### src/cce_pkg.sv
// Shared types, constants and codes for the text console cursor engine.
// Depends on nothing; cce_front, cce_queue, cce_back and the top level import it.
package cce_pkg;

   localparam int LINE_SIZE     = 128;
   localparam int CURSOR_HEIGHT = 16;

   localparam int CNT_W = $clog2(LINE_SIZE);
   localparam int IDX_W = 7;
   localparam int LEN_W = 7;
   localparam int CMP_W = (CNT_W > IDX_W) ? CNT_W : IDX_W;

   localparam int QUEUE_DEPTH = 4;
   localparam int QAW         = $clog2(QUEUE_DEPTH);

   localparam int PADDR_W   = 5;
   localparam int REG_IDX_W = 3;

   localparam logic [REG_IDX_W-1:0] REG_FG_COLOR    = 3'd0;
   localparam logic [REG_IDX_W-1:0] REG_BG_COLOR    = 3'd1;
   localparam logic [REG_IDX_W-1:0] REG_CELL_WIDTH  = 3'd2;
   localparam logic [REG_IDX_W-1:0] REG_CELL_HEIGHT = 3'd3;
   localparam logic [REG_IDX_W-1:0] REG_SCREEN_COLS = 3'd4;
   localparam logic [REG_IDX_W-1:0] REG_SCREEN_ROWS = 3'd5;

   localparam logic [31:0] RST_FG_COLOR    = 32'h00FF_FFFF;
   localparam logic [31:0] RST_BG_COLOR    = 32'h0000_0000;
   localparam logic [7:0]  RST_CELL_WIDTH  = 8'd8;
   localparam logic [7:0]  RST_CELL_HEIGHT = 8'd16;
   localparam logic [7:0]  RST_SCREEN_COLS = 8'd80;
   localparam logic [7:0]  RST_SCREEN_ROWS = 8'd25;

   localparam logic [2:0] CMD_PUT   = 3'd0;
   localparam logic [2:0] CMD_KEY   = 3'd1;
   localparam logic [2:0] CMD_START = 3'd2;
   localparam logic [2:0] CMD_READ  = 3'd3;
   localparam logic [2:0] CMD_CLEAR = 3'd4;

   localparam logic [1:0] OP_STATUS = 2'd0;
   localparam logic [1:0] OP_FILL   = 2'd1;
   localparam logic [1:0] OP_RECT   = 2'd2;
   localparam logic [1:0] OP_GLYPH  = 2'd3;

   localparam logic [7:0] CH_NL = 8'h0A;
   localparam logic [7:0] CH_CR = 8'h0D;
   localparam logic [7:0] CH_BS = 8'h08;

   typedef enum logic [1:0] {
      KIND_NONE,
      KIND_PUT,
      KIND_CLEAR
   } kind_type;

   typedef enum logic [2:0] {
      ST_IDLE,
      ST_STATUS,
      ST_ERASE,
      ST_GLYPH,
      ST_CELL,
      ST_FILL,
      ST_BAR
   } step_type;

   typedef struct packed {
      logic [31:0] fg_color;
      logic [31:0] bg_color;
      logic [7:0]  cell_width;
      logic [7:0]  cell_height;
      logic [7:0]  screen_cols;
      logic [7:0]  screen_rows;
   } cfg_type;

   typedef struct packed {
      kind_type          kind;
      logic [7:0]        ch;
      logic              line_complete;
      logic [LEN_W-1:0]  line_length;
      logic [7:0]        line_byte;
   } q_entry_type;

endpackage

### src/cce_ram.sv
// Generic single-port-write, single-port-read RAM with registered read data.
// Depends on nothing.
module cce_ram #(
   parameter int WIDTH = 8,
   parameter int DEPTH = 128
) (
   input  logic                     clock,
   input  logic                     wr_en,
   input  logic [$clog2(DEPTH)-1:0] wr_addr,
   input  logic [WIDTH-1:0]         wr_data,
   input  logic                     rd_en,
   input  logic [$clog2(DEPTH)-1:0] rd_addr,
   output logic [WIDTH-1:0]         rd_data
);

   logic [WIDTH-1:0] mem_ff [DEPTH];
   logic [WIDTH-1:0] rd_data_ff;

   always_ff @(posedge clock) begin
      if (wr_en) begin
         mem_ff[wr_addr] <= wr_data;
      end
      if (rd_en) begin
         rd_data_ff <= mem_ff[rd_addr];
      end
   end

   assign rd_data = rd_data_ff;

endmodule

### src/cce_front.sv
// Front end: accepts items, keeps the line-editing state and classifies items.
// Depends on cce_pkg and cce_ram.
module cce_front import cce_pkg::*; (
   input  logic             clock,
   input  logic             reset,
   input  logic             req_valid,
   output logic             req_stall,
   input  logic [2:0]       req_cmd,
   input  logic [7:0]       req_char_code,
   input  logic [IDX_W-1:0] req_byte_index,
   input  logic             q_full,
   output logic             q_push,
   output q_entry_type      q_data
);

   logic             accept;
   logic             s1_valid_ff, s1_valid_in;
   q_entry_type      s1_entry_ff, s1_entry_in;
   logic             s1_rd_ff;
   logic [CNT_W-1:0] count_ff, count_in;
   logic             done_ff, done_in;
   logic [7:0]       key_ch;
   logic             wr_en;
   logic             rd_hit;
   logic [7:0]       ram_q;

   assign q_push      = s1_valid_ff && !q_full;
   assign req_stall   = s1_valid_ff && q_full;
   assign accept      = req_valid && !req_stall;
   assign s1_valid_in = accept || (s1_valid_ff && !q_push);

   always_comb begin
      count_in          = count_ff;
      done_in           = done_ff;
      wr_en             = 1'b0;
      rd_hit            = 1'b0;
      key_ch            = (req_char_code == CH_CR) ? CH_NL : req_char_code;
      s1_entry_in       = '0;
      s1_entry_in.kind  = KIND_NONE;
      s1_entry_in.ch    = req_char_code;
      unique case (req_cmd)
         CMD_PUT: begin
            s1_entry_in.kind = KIND_PUT;
         end
         CMD_KEY: begin
            if (key_ch == CH_BS) begin
               if (count_ff != '0) begin
                  count_in         = count_ff - CNT_W'(1);
                  s1_entry_in.kind = KIND_PUT;
               end
            end else if (key_ch == CH_NL) begin
               done_in          = 1'b1;
               s1_entry_in.kind = KIND_PUT;
               s1_entry_in.ch   = CH_NL;
            end else if (({1'b0, count_ff} + (CNT_W+1)'(1)) < (CNT_W+1)'(LINE_SIZE)) begin
               wr_en            = 1'b1;
               count_in         = count_ff + CNT_W'(1);
               s1_entry_in.kind = KIND_PUT;
            end
         end
         CMD_START: begin
            count_in = '0;
            done_in  = 1'b0;
         end
         CMD_READ: begin
            rd_hit = CMP_W'(req_byte_index) < CMP_W'(count_ff);
         end
         CMD_CLEAR: begin
            s1_entry_in.kind = KIND_CLEAR;
         end
         default: begin
         end
      endcase
      s1_entry_in.line_complete = done_in;
      s1_entry_in.line_length   = LEN_W'(count_in);
   end

   always_ff @(posedge clock) begin
      if (reset) begin
         s1_valid_ff <= 1'b0;
         count_ff    <= '0;
         done_ff     <= 1'b0;
      end else begin
         s1_valid_ff <= s1_valid_in;
         if (accept) begin
            count_ff <= count_in;
            done_ff  <= done_in;
         end
      end
   end

   always_ff @(posedge clock) begin
      if (accept) begin
         s1_entry_ff <= s1_entry_in;
         s1_rd_ff    <= rd_hit;
      end
   end

   cce_ram #(
      .WIDTH(8),
      .DEPTH(LINE_SIZE)
   ) u_line_store (
      .clock   (clock),
      .wr_en   (wr_en && accept),
      .wr_addr (count_ff),
      .wr_data (req_char_code),
      .rd_en   (accept),
      .rd_addr (CNT_W'(req_byte_index)),
      .rd_data (ram_q)
   );

   always_comb begin
      q_data           = s1_entry_ff;
      q_data.line_byte = s1_rd_ff ? ram_q : 8'd0;
   end

endmodule

### src/cce_queue.sv
// Short FIFO of classified items between the front end and the back end.
// Depends on cce_pkg.
module cce_queue import cce_pkg::*; (
   input  logic        clock,
   input  logic        reset,
   input  logic        push,
   input  q_entry_type push_data,
   output logic        full,
   input  logic        pop,
   output q_entry_type head,
   output logic        empty
);

   q_entry_type    entries_ff [QUEUE_DEPTH];
   logic [QAW-1:0] wr_ptr_ff, wr_ptr_in;
   logic [QAW-1:0] rd_ptr_ff, rd_ptr_in;
   logic [QAW:0]   count_ff, count_in;

   assign full  = (count_ff == (QAW+1)'(QUEUE_DEPTH));
   assign empty = (count_ff == '0);
   assign head  = entries_ff[rd_ptr_ff];

   always_comb begin
      wr_ptr_in = push ? wr_ptr_ff + QAW'(1) : wr_ptr_ff;
      rd_ptr_in = pop ? rd_ptr_ff + QAW'(1) : rd_ptr_ff;
      count_in  = count_ff;
      if (push && !pop) begin
         count_in = count_ff + (QAW+1)'(1);
      end else if (pop && !push) begin
         count_in = count_ff - (QAW+1)'(1);
      end
   end

   always_ff @(posedge clock) begin
      if (reset) begin
         wr_ptr_ff <= '0;
         rd_ptr_ff <= '0;
         count_ff  <= '0;
      end else begin
         wr_ptr_ff <= wr_ptr_in;
         rd_ptr_ff <= rd_ptr_in;
         count_ff  <= count_in;
      end
   end

   always_ff @(posedge clock) begin
      if (push) begin
         entries_ff[wr_ptr_ff] <= push_data;
      end
   end

endmodule

### src/cce_back.sv
// Back end: owns the cursor and emits the drawing results of each item.
// Depends on cce_pkg.
module cce_back import cce_pkg::*; (
   input  logic              clock,
   input  logic              reset,
   input  cfg_type           cfg,
   input  q_entry_type       q_head,
   input  logic              q_empty,
   output logic              q_pop,
   output logic              rsp_valid,
   input  logic              rsp_stall,
   output logic [1:0]        rsp_draw_op,
   output logic [15:0]       rsp_x_pixel,
   output logic [15:0]       rsp_y_pixel,
   output logic [7:0]        rsp_rect_width,
   output logic [7:0]        rsp_rect_height,
   output logic [31:0]       rsp_color,
   output logic [7:0]        rsp_glyph,
   output logic              rsp_last,
   output logic              rsp_line_complete,
   output logic [LEN_W-1:0]  rsp_line_length,
   output logic [7:0]        rsp_line_byte
);

   step_type         state_ff, state_in;
   logic [7:0]       col_ff, col_in;
   logic [7:0]       row_ff, row_in;
   logic [7:0]       op_ch_ff;
   logic             op_ready_ff;
   logic [LEN_W-1:0] op_len_ff;
   logic [7:0]       op_byte_ff;
   logic             out_free;
   logic             emit;
   logic             take_next;
   logic [8:0]       col_sum;
   logic [8:0]       row_sum;
   logic [15:0]      x_cell;
   logic [15:0]      y_cell;
   logic [15:0]      y_bar;

   logic             rsp_valid_ff, rsp_valid_in;
   logic [1:0]       rsp_draw_op_ff, rsp_draw_op_in;
   logic [15:0]      rsp_x_ff, rsp_x_in;
   logic [15:0]      rsp_y_ff, rsp_y_in;
   logic [7:0]       rsp_w_ff, rsp_w_in;
   logic [7:0]       rsp_h_ff, rsp_h_in;
   logic [31:0]      rsp_color_ff, rsp_color_in;
   logic [7:0]       rsp_glyph_ff, rsp_glyph_in;
   logic             rsp_last_ff, rsp_last_in;
   logic             rsp_ready_ff;
   logic [LEN_W-1:0] rsp_len_ff;
   logic [7:0]       rsp_byte_ff;

   function automatic step_type first_step(input q_entry_type e, input logic [7:0] col);
      step_type s;
      s = ST_STATUS;
      case (e.kind)
         KIND_PUT:   s = ((e.ch == CH_BS) && (col == 8'd0)) ? ST_STATUS : ST_ERASE;
         KIND_CLEAR: s = ST_FILL;
         default:    s = ST_STATUS;
      endcase
      return s;
   endfunction

   assign out_free  = !rsp_valid_ff || !rsp_stall;
   assign emit      = (state_ff != ST_IDLE) && out_free;
   assign take_next = (state_ff == ST_IDLE) ||
                      (emit && ((state_ff == ST_BAR) || (state_ff == ST_STATUS)));
   assign col_sum   = {1'b0, col_ff} + 9'd1;
   assign row_sum   = {1'b0, row_ff} + 9'd1;

   // Next step and cursor movement.
   always_comb begin
      state_in = state_ff;
      col_in   = col_ff;
      row_in   = row_ff;
      q_pop    = 1'b0;
      if (take_next) begin
         if (!q_empty) begin
            q_pop    = 1'b1;
            state_in = first_step(q_head, col_ff);
         end else begin
            state_in = ST_IDLE;
         end
      end else if (emit) begin
         unique case (state_ff)
            ST_ERASE: begin
               case (op_ch_ff)
                  CH_NL: begin
                     col_in   = 8'd0;
                     row_in   = row_sum[7:0];
                     state_in = (row_sum >= {1'b0, cfg.screen_rows}) ? ST_FILL : ST_BAR;
                  end
                  CH_CR: begin
                     col_in   = 8'd0;
                     state_in = ST_BAR;
                  end
                  CH_BS: begin
                     col_in   = col_ff - 8'd1;
                     state_in = ST_CELL;
                  end
                  default: begin
                     state_in = ST_GLYPH;
                  end
               endcase
            end
            ST_GLYPH: begin
               if (col_sum >= {1'b0, cfg.screen_cols}) begin
                  col_in   = 8'd0;
                  row_in   = row_sum[7:0];
                  state_in = (row_sum >= {1'b0, cfg.screen_rows}) ? ST_FILL : ST_BAR;
               end else begin
                  col_in   = col_sum[7:0];
                  state_in = ST_BAR;
               end
            end
            ST_CELL: begin
               state_in = ST_BAR;
            end
            ST_FILL: begin
               col_in   = 8'd0;
               row_in   = 8'd0;
               state_in = ST_BAR;
            end
            default: begin
               state_in = ST_IDLE;
            end
         endcase
      end
   end

   assign x_cell = {8'd0, col_ff} * {8'd0, cfg.cell_width};
   assign y_cell = {8'd0, row_ff} * {8'd0, cfg.cell_height};
   assign y_bar  = y_cell + {8'd0, cfg.cell_height} - 16'(CURSOR_HEIGHT);

   // Result contents for the current step.
   always_comb begin
      rsp_valid_in   = emit;
      rsp_draw_op_in = OP_STATUS;
      rsp_x_in       = 16'd0;
      rsp_y_in       = 16'd0;
      rsp_w_in       = 8'd0;
      rsp_h_in       = 8'd0;
      rsp_color_in   = 32'd0;
      rsp_glyph_in   = 8'd0;
      rsp_last_in    = 1'b0;
      unique case (state_ff)
         ST_STATUS: begin
            rsp_last_in = 1'b1;
         end
         ST_ERASE: begin
            rsp_draw_op_in = OP_RECT;
            rsp_x_in       = x_cell;
            rsp_y_in       = y_bar;
            rsp_w_in       = cfg.cell_width;
            rsp_h_in       = 8'(CURSOR_HEIGHT);
            rsp_color_in   = cfg.bg_color;
         end
         ST_BAR: begin
            rsp_draw_op_in = OP_RECT;
            rsp_x_in       = x_cell;
            rsp_y_in       = y_bar;
            rsp_w_in       = cfg.cell_width;
            rsp_h_in       = 8'(CURSOR_HEIGHT);
            rsp_color_in   = cfg.fg_color;
            rsp_last_in    = 1'b1;
         end
         ST_GLYPH: begin
            rsp_draw_op_in = OP_GLYPH;
            rsp_x_in       = x_cell;
            rsp_y_in       = y_cell;
            rsp_w_in       = cfg.cell_width;
            rsp_h_in       = cfg.cell_height;
            rsp_color_in   = cfg.fg_color;
            rsp_glyph_in   = op_ch_ff;
         end
         ST_CELL: begin
            rsp_draw_op_in = OP_RECT;
            rsp_x_in       = x_cell;
            rsp_y_in       = y_cell;
            rsp_w_in       = cfg.cell_width;
            rsp_h_in       = cfg.cell_height;
            rsp_color_in   = cfg.bg_color;
         end
         ST_FILL: begin
            rsp_draw_op_in = OP_FILL;
            rsp_color_in   = cfg.bg_color;
         end
         default: begin
            rsp_valid_in = 1'b0;
         end
      endcase
   end

   always_ff @(posedge clock) begin
      if (reset) begin
         state_ff     <= ST_IDLE;
         col_ff       <= 8'd0;
         row_ff       <= 8'd0;
         rsp_valid_ff <= 1'b0;
      end else begin
         state_ff <= state_in;
         col_ff   <= col_in;
         row_ff   <= row_in;
         if (out_free) begin
            rsp_valid_ff <= rsp_valid_in;
         end
      end
   end

   always_ff @(posedge clock) begin
      if (q_pop) begin
         op_ch_ff    <= q_head.ch;
         op_ready_ff <= q_head.line_complete;
         op_len_ff   <= q_head.line_length;
         op_byte_ff  <= q_head.line_byte;
      end
      if (emit) begin
         rsp_draw_op_ff <= rsp_draw_op_in;
         rsp_x_ff       <= rsp_x_in;
         rsp_y_ff       <= rsp_y_in;
         rsp_w_ff       <= rsp_w_in;
         rsp_h_ff       <= rsp_h_in;
         rsp_color_ff   <= rsp_color_in;
         rsp_glyph_ff   <= rsp_glyph_in;
         rsp_last_ff    <= rsp_last_in;
         rsp_ready_ff   <= op_ready_ff;
         rsp_len_ff     <= op_len_ff;
         rsp_byte_ff    <= op_byte_ff;
      end
   end

   assign rsp_valid         = rsp_valid_ff;
   assign rsp_draw_op       = rsp_draw_op_ff;
   assign rsp_x_pixel       = rsp_x_ff;
   assign rsp_y_pixel       = rsp_y_ff;
   assign rsp_rect_width    = rsp_w_ff;
   assign rsp_rect_height   = rsp_h_ff;
   assign rsp_color         = rsp_color_ff;
   assign rsp_glyph         = rsp_glyph_ff;
   assign rsp_last          = rsp_last_ff;
   assign rsp_line_complete = rsp_ready_ff;
   assign rsp_line_length   = rsp_len_ff;
   assign rsp_line_byte     = rsp_byte_ff;

   a_pop_nonempty: assert property (@(posedge clock) disable iff (reset)
      q_pop |-> !q_empty)
      else $error("item taken from an empty queue");

   a_fill_then_bar: assert property (@(posedge clock) disable iff (reset)
      (emit && (state_ff == ST_FILL)) |=> (state_ff == ST_BAR))
      else $error("screen clear not followed by the cursor bar");

   a_glyph_next: assert property (@(posedge clock) disable iff (reset)
      (emit && (state_ff == ST_GLYPH)) |=> ((state_ff == ST_BAR) || (state_ff == ST_FILL)))
      else $error("glyph not followed by cursor bar or clear");

   a_status_last: assert property (@(posedge clock) disable iff (reset)
      (emit && (state_ff == ST_STATUS)) |=> (rsp_valid_ff && rsp_last_ff))
      else $error("status result not marked as final");

endmodule

### src/text_console_cursor_engine.sv
// Top level of the text console cursor engine: configuration registers and
// the front end, queue and back end. Depends on cce_pkg, cce_front,
// cce_queue and cce_back.
//
// Console commands enter on the req_ channel; drawing commands leave on the
// rsp_ channel, each a single item. A channel moves an item at a rising edge
// with valid high and stall low. Each input item gives one to four result
// items, the final one flagged by rsp_last, in order and one per cycle while
// rsp_stall is low. An item passes the front-end stage register, a queue
// entry and the back-end step register before its first result is
// registered. Sustained throughput is one result per cycle while rsp_stall
// is low. A four-entry queue between front and back end lets the front
// keep taking items while the receiver stalls; once the queue is full and
// the front-end stage holds an item, req_stall rises.
// The line buffer is a 128-byte RAM with a registered read port.
// Reset is synchronous: cursor home, empty line, registers at their defaults;
// there is no clearing pass and the block takes items in the next cycle.
// Registers sit on the APB-style port at byte address 4 times their index.
module text_console_cursor_engine import cce_pkg::*; (
   input  logic               clock,
   input  logic               reset,
   input  logic               req_valid,
   output logic               req_stall,
   input  logic [2:0]         req_cmd,
   input  logic [7:0]         req_char_code,
   input  logic [IDX_W-1:0]   req_byte_index,
   output logic               rsp_valid,
   input  logic               rsp_stall,
   output logic [1:0]         rsp_draw_op,
   output logic [15:0]        rsp_x_pixel,
   output logic [15:0]        rsp_y_pixel,
   output logic [7:0]         rsp_rect_width,
   output logic [7:0]         rsp_rect_height,
   output logic [31:0]        rsp_color,
   output logic [7:0]         rsp_glyph,
   output logic               rsp_last,
   output logic               rsp_line_complete,
   output logic [LEN_W-1:0]   rsp_line_length,
   output logic [7:0]         rsp_line_byte,
   input  logic               psel,
   input  logic               penable,
   input  logic               pwrite,
   input  logic [PADDR_W-1:0] paddr,
   input  logic [31:0]        pwdata,
   output logic [31:0]        prdata,
   output logic               pready
);

   cfg_type              cfg_ff;
   logic                 csr_write;
   logic [REG_IDX_W-1:0] csr_index;
   logic                 q_push;
   logic                 q_full;
   logic                 q_pop;
   logic                 q_empty;
   q_entry_type          q_data;
   q_entry_type          q_head;

   assign pready    = 1'b1;
   assign csr_write = psel && penable && pwrite;
   assign csr_index = paddr[PADDR_W-1:2];

   always_ff @(posedge clock) begin
      if (reset) begin
         cfg_ff.fg_color    <= RST_FG_COLOR;
         cfg_ff.bg_color    <= RST_BG_COLOR;
         cfg_ff.cell_width  <= RST_CELL_WIDTH;
         cfg_ff.cell_height <= RST_CELL_HEIGHT;
         cfg_ff.screen_cols <= RST_SCREEN_COLS;
         cfg_ff.screen_rows <= RST_SCREEN_ROWS;
      end else if (csr_write) begin
         unique case (csr_index)
            REG_FG_COLOR:    cfg_ff.fg_color    <= pwdata;
            REG_BG_COLOR:    cfg_ff.bg_color    <= pwdata;
            REG_CELL_WIDTH:  cfg_ff.cell_width  <= pwdata[7:0];
            REG_CELL_HEIGHT: cfg_ff.cell_height <= pwdata[7:0];
            REG_SCREEN_COLS: cfg_ff.screen_cols <= pwdata[7:0];
            REG_SCREEN_ROWS: cfg_ff.screen_rows <= pwdata[7:0];
            default: begin
            end
         endcase
      end
   end

   always_comb begin
      unique case (csr_index)
         REG_FG_COLOR:    prdata = cfg_ff.fg_color;
         REG_BG_COLOR:    prdata = cfg_ff.bg_color;
         REG_CELL_WIDTH:  prdata = {24'd0, cfg_ff.cell_width};
         REG_CELL_HEIGHT: prdata = {24'd0, cfg_ff.cell_height};
         REG_SCREEN_COLS: prdata = {24'd0, cfg_ff.screen_cols};
         REG_SCREEN_ROWS: prdata = {24'd0, cfg_ff.screen_rows};
         default:         prdata = 32'd0;
      endcase
   end

   cce_front u_front (
      .clock          (clock),
      .reset          (reset),
      .req_valid      (req_valid),
      .req_stall      (req_stall),
      .req_cmd        (req_cmd),
      .req_char_code  (req_char_code),
      .req_byte_index (req_byte_index),
      .q_full         (q_full),
      .q_push         (q_push),
      .q_data         (q_data)
   );

   cce_queue u_queue (
      .clock     (clock),
      .reset     (reset),
      .push      (q_push),
      .push_data (q_data),
      .full      (q_full),
      .pop       (q_pop),
      .head      (q_head),
      .empty     (q_empty)
   );

   cce_back u_back (
      .clock             (clock),
      .reset             (reset),
      .cfg               (cfg_ff),
      .q_head            (q_head),
      .q_empty           (q_empty),
      .q_pop             (q_pop),
      .rsp_valid         (rsp_valid),
      .rsp_stall         (rsp_stall),
      .rsp_draw_op       (rsp_draw_op),
      .rsp_x_pixel       (rsp_x_pixel),
      .rsp_y_pixel       (rsp_y_pixel),
      .rsp_rect_width    (rsp_rect_width),
      .rsp_rect_height   (rsp_rect_height),
      .rsp_color         (rsp_color),
      .rsp_glyph         (rsp_glyph),
      .rsp_last          (rsp_last),
      .rsp_line_complete (rsp_line_complete),
      .rsp_line_length   (rsp_line_length),
      .rsp_line_byte     (rsp_line_byte)
   );

endmodule
### config.mk
export PLATFORM = sky130hd
export DESIGN_NAME = text_console_cursor_engine
export DESIGN_NICKNAME = d
export VERILOG_FILES = /design/src/cce_pkg.sv /design/src/cce_ram.sv /design/src/cce_front.sv /design/src/cce_queue.sv /design/src/cce_back.sv /design/src/text_console_cursor_engine.sv
export SDC_FILE = /design/constraint.sdc
export NUM_CORES = 2
export LEC_CHECK = 0
export ABC_AREA = 1
export CORE_ASPECT_RATIO = 0.9
export CORE_UTILIZATION = 35
export DETAILED_ROUTE_END_ITERATION = 7
export DONT_BUFFER_PORTS = 1
export HOLD_SLACK_MARGIN = 0.05
export PLACE_DENSITY = 0.57
export RECOVER_POWER = 100
export SLEW_MARGIN = 15
export SYNTH_ARGS = -nofsm -noshare
export SYNTH_HDL_FRONTEND = slang
export SYNTH_SLANG_ARGS = --single-unit
### constraint.sdc
create_clock -name clock -period 18.62 [get_ports clock]
set_input_delay 4.655 -clock clock [delete_from_list [all_inputs] [get_ports clock]]
set_output_delay 4.655 -clock clock [all_outputs]
set_load 0.03 [all_outputs]
==> impl_metrics.toml <==
[clock_tree]
clk-insertion-delay-late_ns = 0.78
clock-root-buffer = "clkbuf_16"
cts_buffer_depth = 3
postCtsSetupBuffers = 0
cts_sinks = 1420
cts_tree = "done"
path_clk_slew_ns = 0.06
htreeDepth = 4
cts_resized = 0
ctsHoldBuffers = 0
cts_buffers = 146

[synth]
synth.distinct_cells = 58
ys.warnings.count = 0
syn_area_um2 = 63900
synth_edf_count = 1286
syn_avg_cell_area_um2 = 10.7
async_reset_ff_share_pct = 0
yosysSeqAreaShare_pct = 64.7
synth-seq-cells = 1420
ys.flop_type = "edfxtp_1"
syn_inst = 5966

[timing]
grt_setup_unrepaired = "false"
setup_tns_ns = 0
fmax_mhz = 78.9
drv_slew = 957
max-slew-margin-rel_pct = -180
worst_pin_slew_ns = 4.20
hold_violations = 0
worst_hold_slack_ns = 0.413
skew_ns = 0.0384
period_share_pct = 68.1
setup_viol = 0
fin_crit_ns = 12.67

[setup_path]
cp.required_ns = 19.25
path_class = "input pin to flop"
ff2ff_setup_slack_ns = 12.81
worst_r2r_startpoint = "cfg_ff[18]$_SDFFE_PP0P_"
cp-start-kind = "input pin"
r2r-end = "u_back.rsp_y_pixel[14]$_DFFE_PP_"
cp-end-kind = "flop"
critPathMaxFanout = 514
ff2ff_path_depth = 26
crit_arrival_ns = 13.31

[floorplanning]
num_rows = 148
core_um2 = 181000
start_util_pct = 35.3
pin_count = 204
fp.dieH_um = 407
die_w_um = 452
die_area_um2 = 184000

[final_layout]
final_layout_size_suffix_gt1_share_pct = 4.21
mostFrequentLayoutCells = "nand2_1 (1551), edfxtp_1 (1286), nand3_1 (1041), inv_1 (443), nor2_1 (299)"
layout_commonest_cell = "nand2_1"
fin_nets = 6069
fillers = 17425
syn2layout_area_growth_pct = 9.23
design_area_um2 = 69700

[route]
first_iter_violations = 4467
drtAntennaViolNets = 0
wl_per_cell_um = 19.9
first_pass_iters = 6
vias_per_cell = 5.12
vias = 42570
drc = 0
wl_um = 165000

[place]
postPlaceCellArea_um2 = 65500
dpl.hpwl_um = 92900
gp_congestion = 0.865
port_buffers = 0

[grt]
grt_pass1_wl_um = 252000
grt_pass1_vias = 40990
antenna_found_initial = 1
grt_max_degree = 515
grt.total_usage_pct = 17.6
gr-total-overflow = 0

[hold_path]
hold_depth = 0
min_to = "u_back.rsp_line_length[1]$_DFFE_PP_"
worstHoldPathType = "flop to flop"
hold_path.startpoint = "u_back.op_len_ff[1]$_DFFE_PP_"

[run]
drv_cap = 22

[power_and_ir_drop]
p_per_area_nw_per_um2 = 111
cellLeakagePower_nw = 26.3
peakVddDrop_mv = 0.0928

[run_status]
status = "complete, but fails checks"
failed_checks = "capacitance limit, slew limit"
worst max path at each step:
stage,startpoint,endpoint,slack (ns),depth (start not counted)
after global placement,paddr[2],prdata[15],7.66,4
after global routing,req_byte_index[0],u_front.u_line_store.rd_data[5]$_DFFE_PP_,5.51,13
after detailed placement,paddr[2],prdata[15],7.65,4
final,req_byte_index[0],u_front.u_line_store.rd_data[6]$_DFFE_PP_,5.95,14
after floorplan,paddr[4],prdata[10],8.05,5
after CTS,paddr[2],prdata[15],7.65,4
area by class of cell:
cell class / count / area (um^2) / share of cell area (%)
diodes: 1 / 2.50 / 0.00359
flip-flops and latches: 1420 / 41300 / 59.2
clock buffers: 190 / 3910 / 5.61
repair buffers: 22 / 129 / 0.185
inverters: 464 / 1790 / 2.56
clock inverters: 71 / 593 / 0.850
multi-input cells: 3750 / 19000 / 27.3
well taps: 2400 / 3000 / 4.31
sequential cells by signal, indices dropped and copies added, names as in the netlist, 16 cells and up, named ones only:
name                         cells
u_front.u_line_store.mem_ff   1024
u_queue.entries_ff             104
cfg_ff                          96
u_back.rsp_x_pixel              16
u_back.rsp_color                32
u_back.rsp_y_pixel              16
u_front.q_data                  18
critical path, stage by stage:
cell and delay (ns):
inv_16 0.64, buf_12 0.50, clkbuf_1 2.41, clkbuf_1 3.10, nand2_1 0.21, nand3_1 0.29, nand3_1 0.11, nand3_1 0.13
nand3_1 0.20, nand2_1 0.20, nand2_1 0.08, nand2_1 0.12, nand2_1 0.06, nand2_1 0.06
layer usage:
layer	up-vias	GRT usage, %	share of wire (%)
li1	20214	-	-
met4	0	4.48	2.1
met5	-	0	0
met3	222	3.11	6.6
met2	1369	28.1	46
met1	20765	24.7	45
synth_stat cells, types with 74 or more instances:
master,n,area share (%)
a21oi_1,203,1.6
buf_2,153,1.2
clkbuf_1,125,0.73
dfxtp_1,134,4.2
edfxtp_1,1286,60
fa_1,74,2.3
ha_1,129,2.5
inv_1,442,2.6
nand2_1,1545,9.1
nand3_1,1035,8.1
nor2_1,293,1.7
o21ai_0,195,1.5
o22ai_1,75,0.73
stage by stage:
stage | worst slack (ns) | std cells | util, % | total power [mW]
6_report | 5.95 | 8318 | 38.6 | 7.76
3_5_place_dp | 7.65 | 8056 | 36.2 | 5.01
3_3_place_gp | 7.66 | 8056 | 36.2 | 4.99
2_1_floorplan | 8.05 | 5973 | - | 4.76
4_1_cts | 7.65 | 8317 | 38.7 | 7.81
5_1_grt | 5.51 | 8317 | 38.6 | 8.05
kinds of logic (layout without fill, tap and decap cells):
family / after synthesis / after routing / synth area share, %
other: 2 / 10 / 0.0118
AOI/OAI and AO/OA: 541 / 541 / 4.64
and+or+nand+nor: 2970 / 2970 / 20.1
DFF: 1420 / 1420 / 64.7
buffers and inverters: 803 / 747 / 5.35
xor gates and xnor gates: 27 / 27 / 0.370
adders and majority gates: 203 / 203 / 4.85
where the power goes:
group | switching, mW | total, mW | internal, mW
clock | 1.23 | 2.82 | 1.58
combinational | 0.593 | 0.813 | 0.220
sequential | 0.366 | 4.13 | 3.76
total | 2.19 | 7.76 | 5.57
Power figures use the tool's default switching activity.
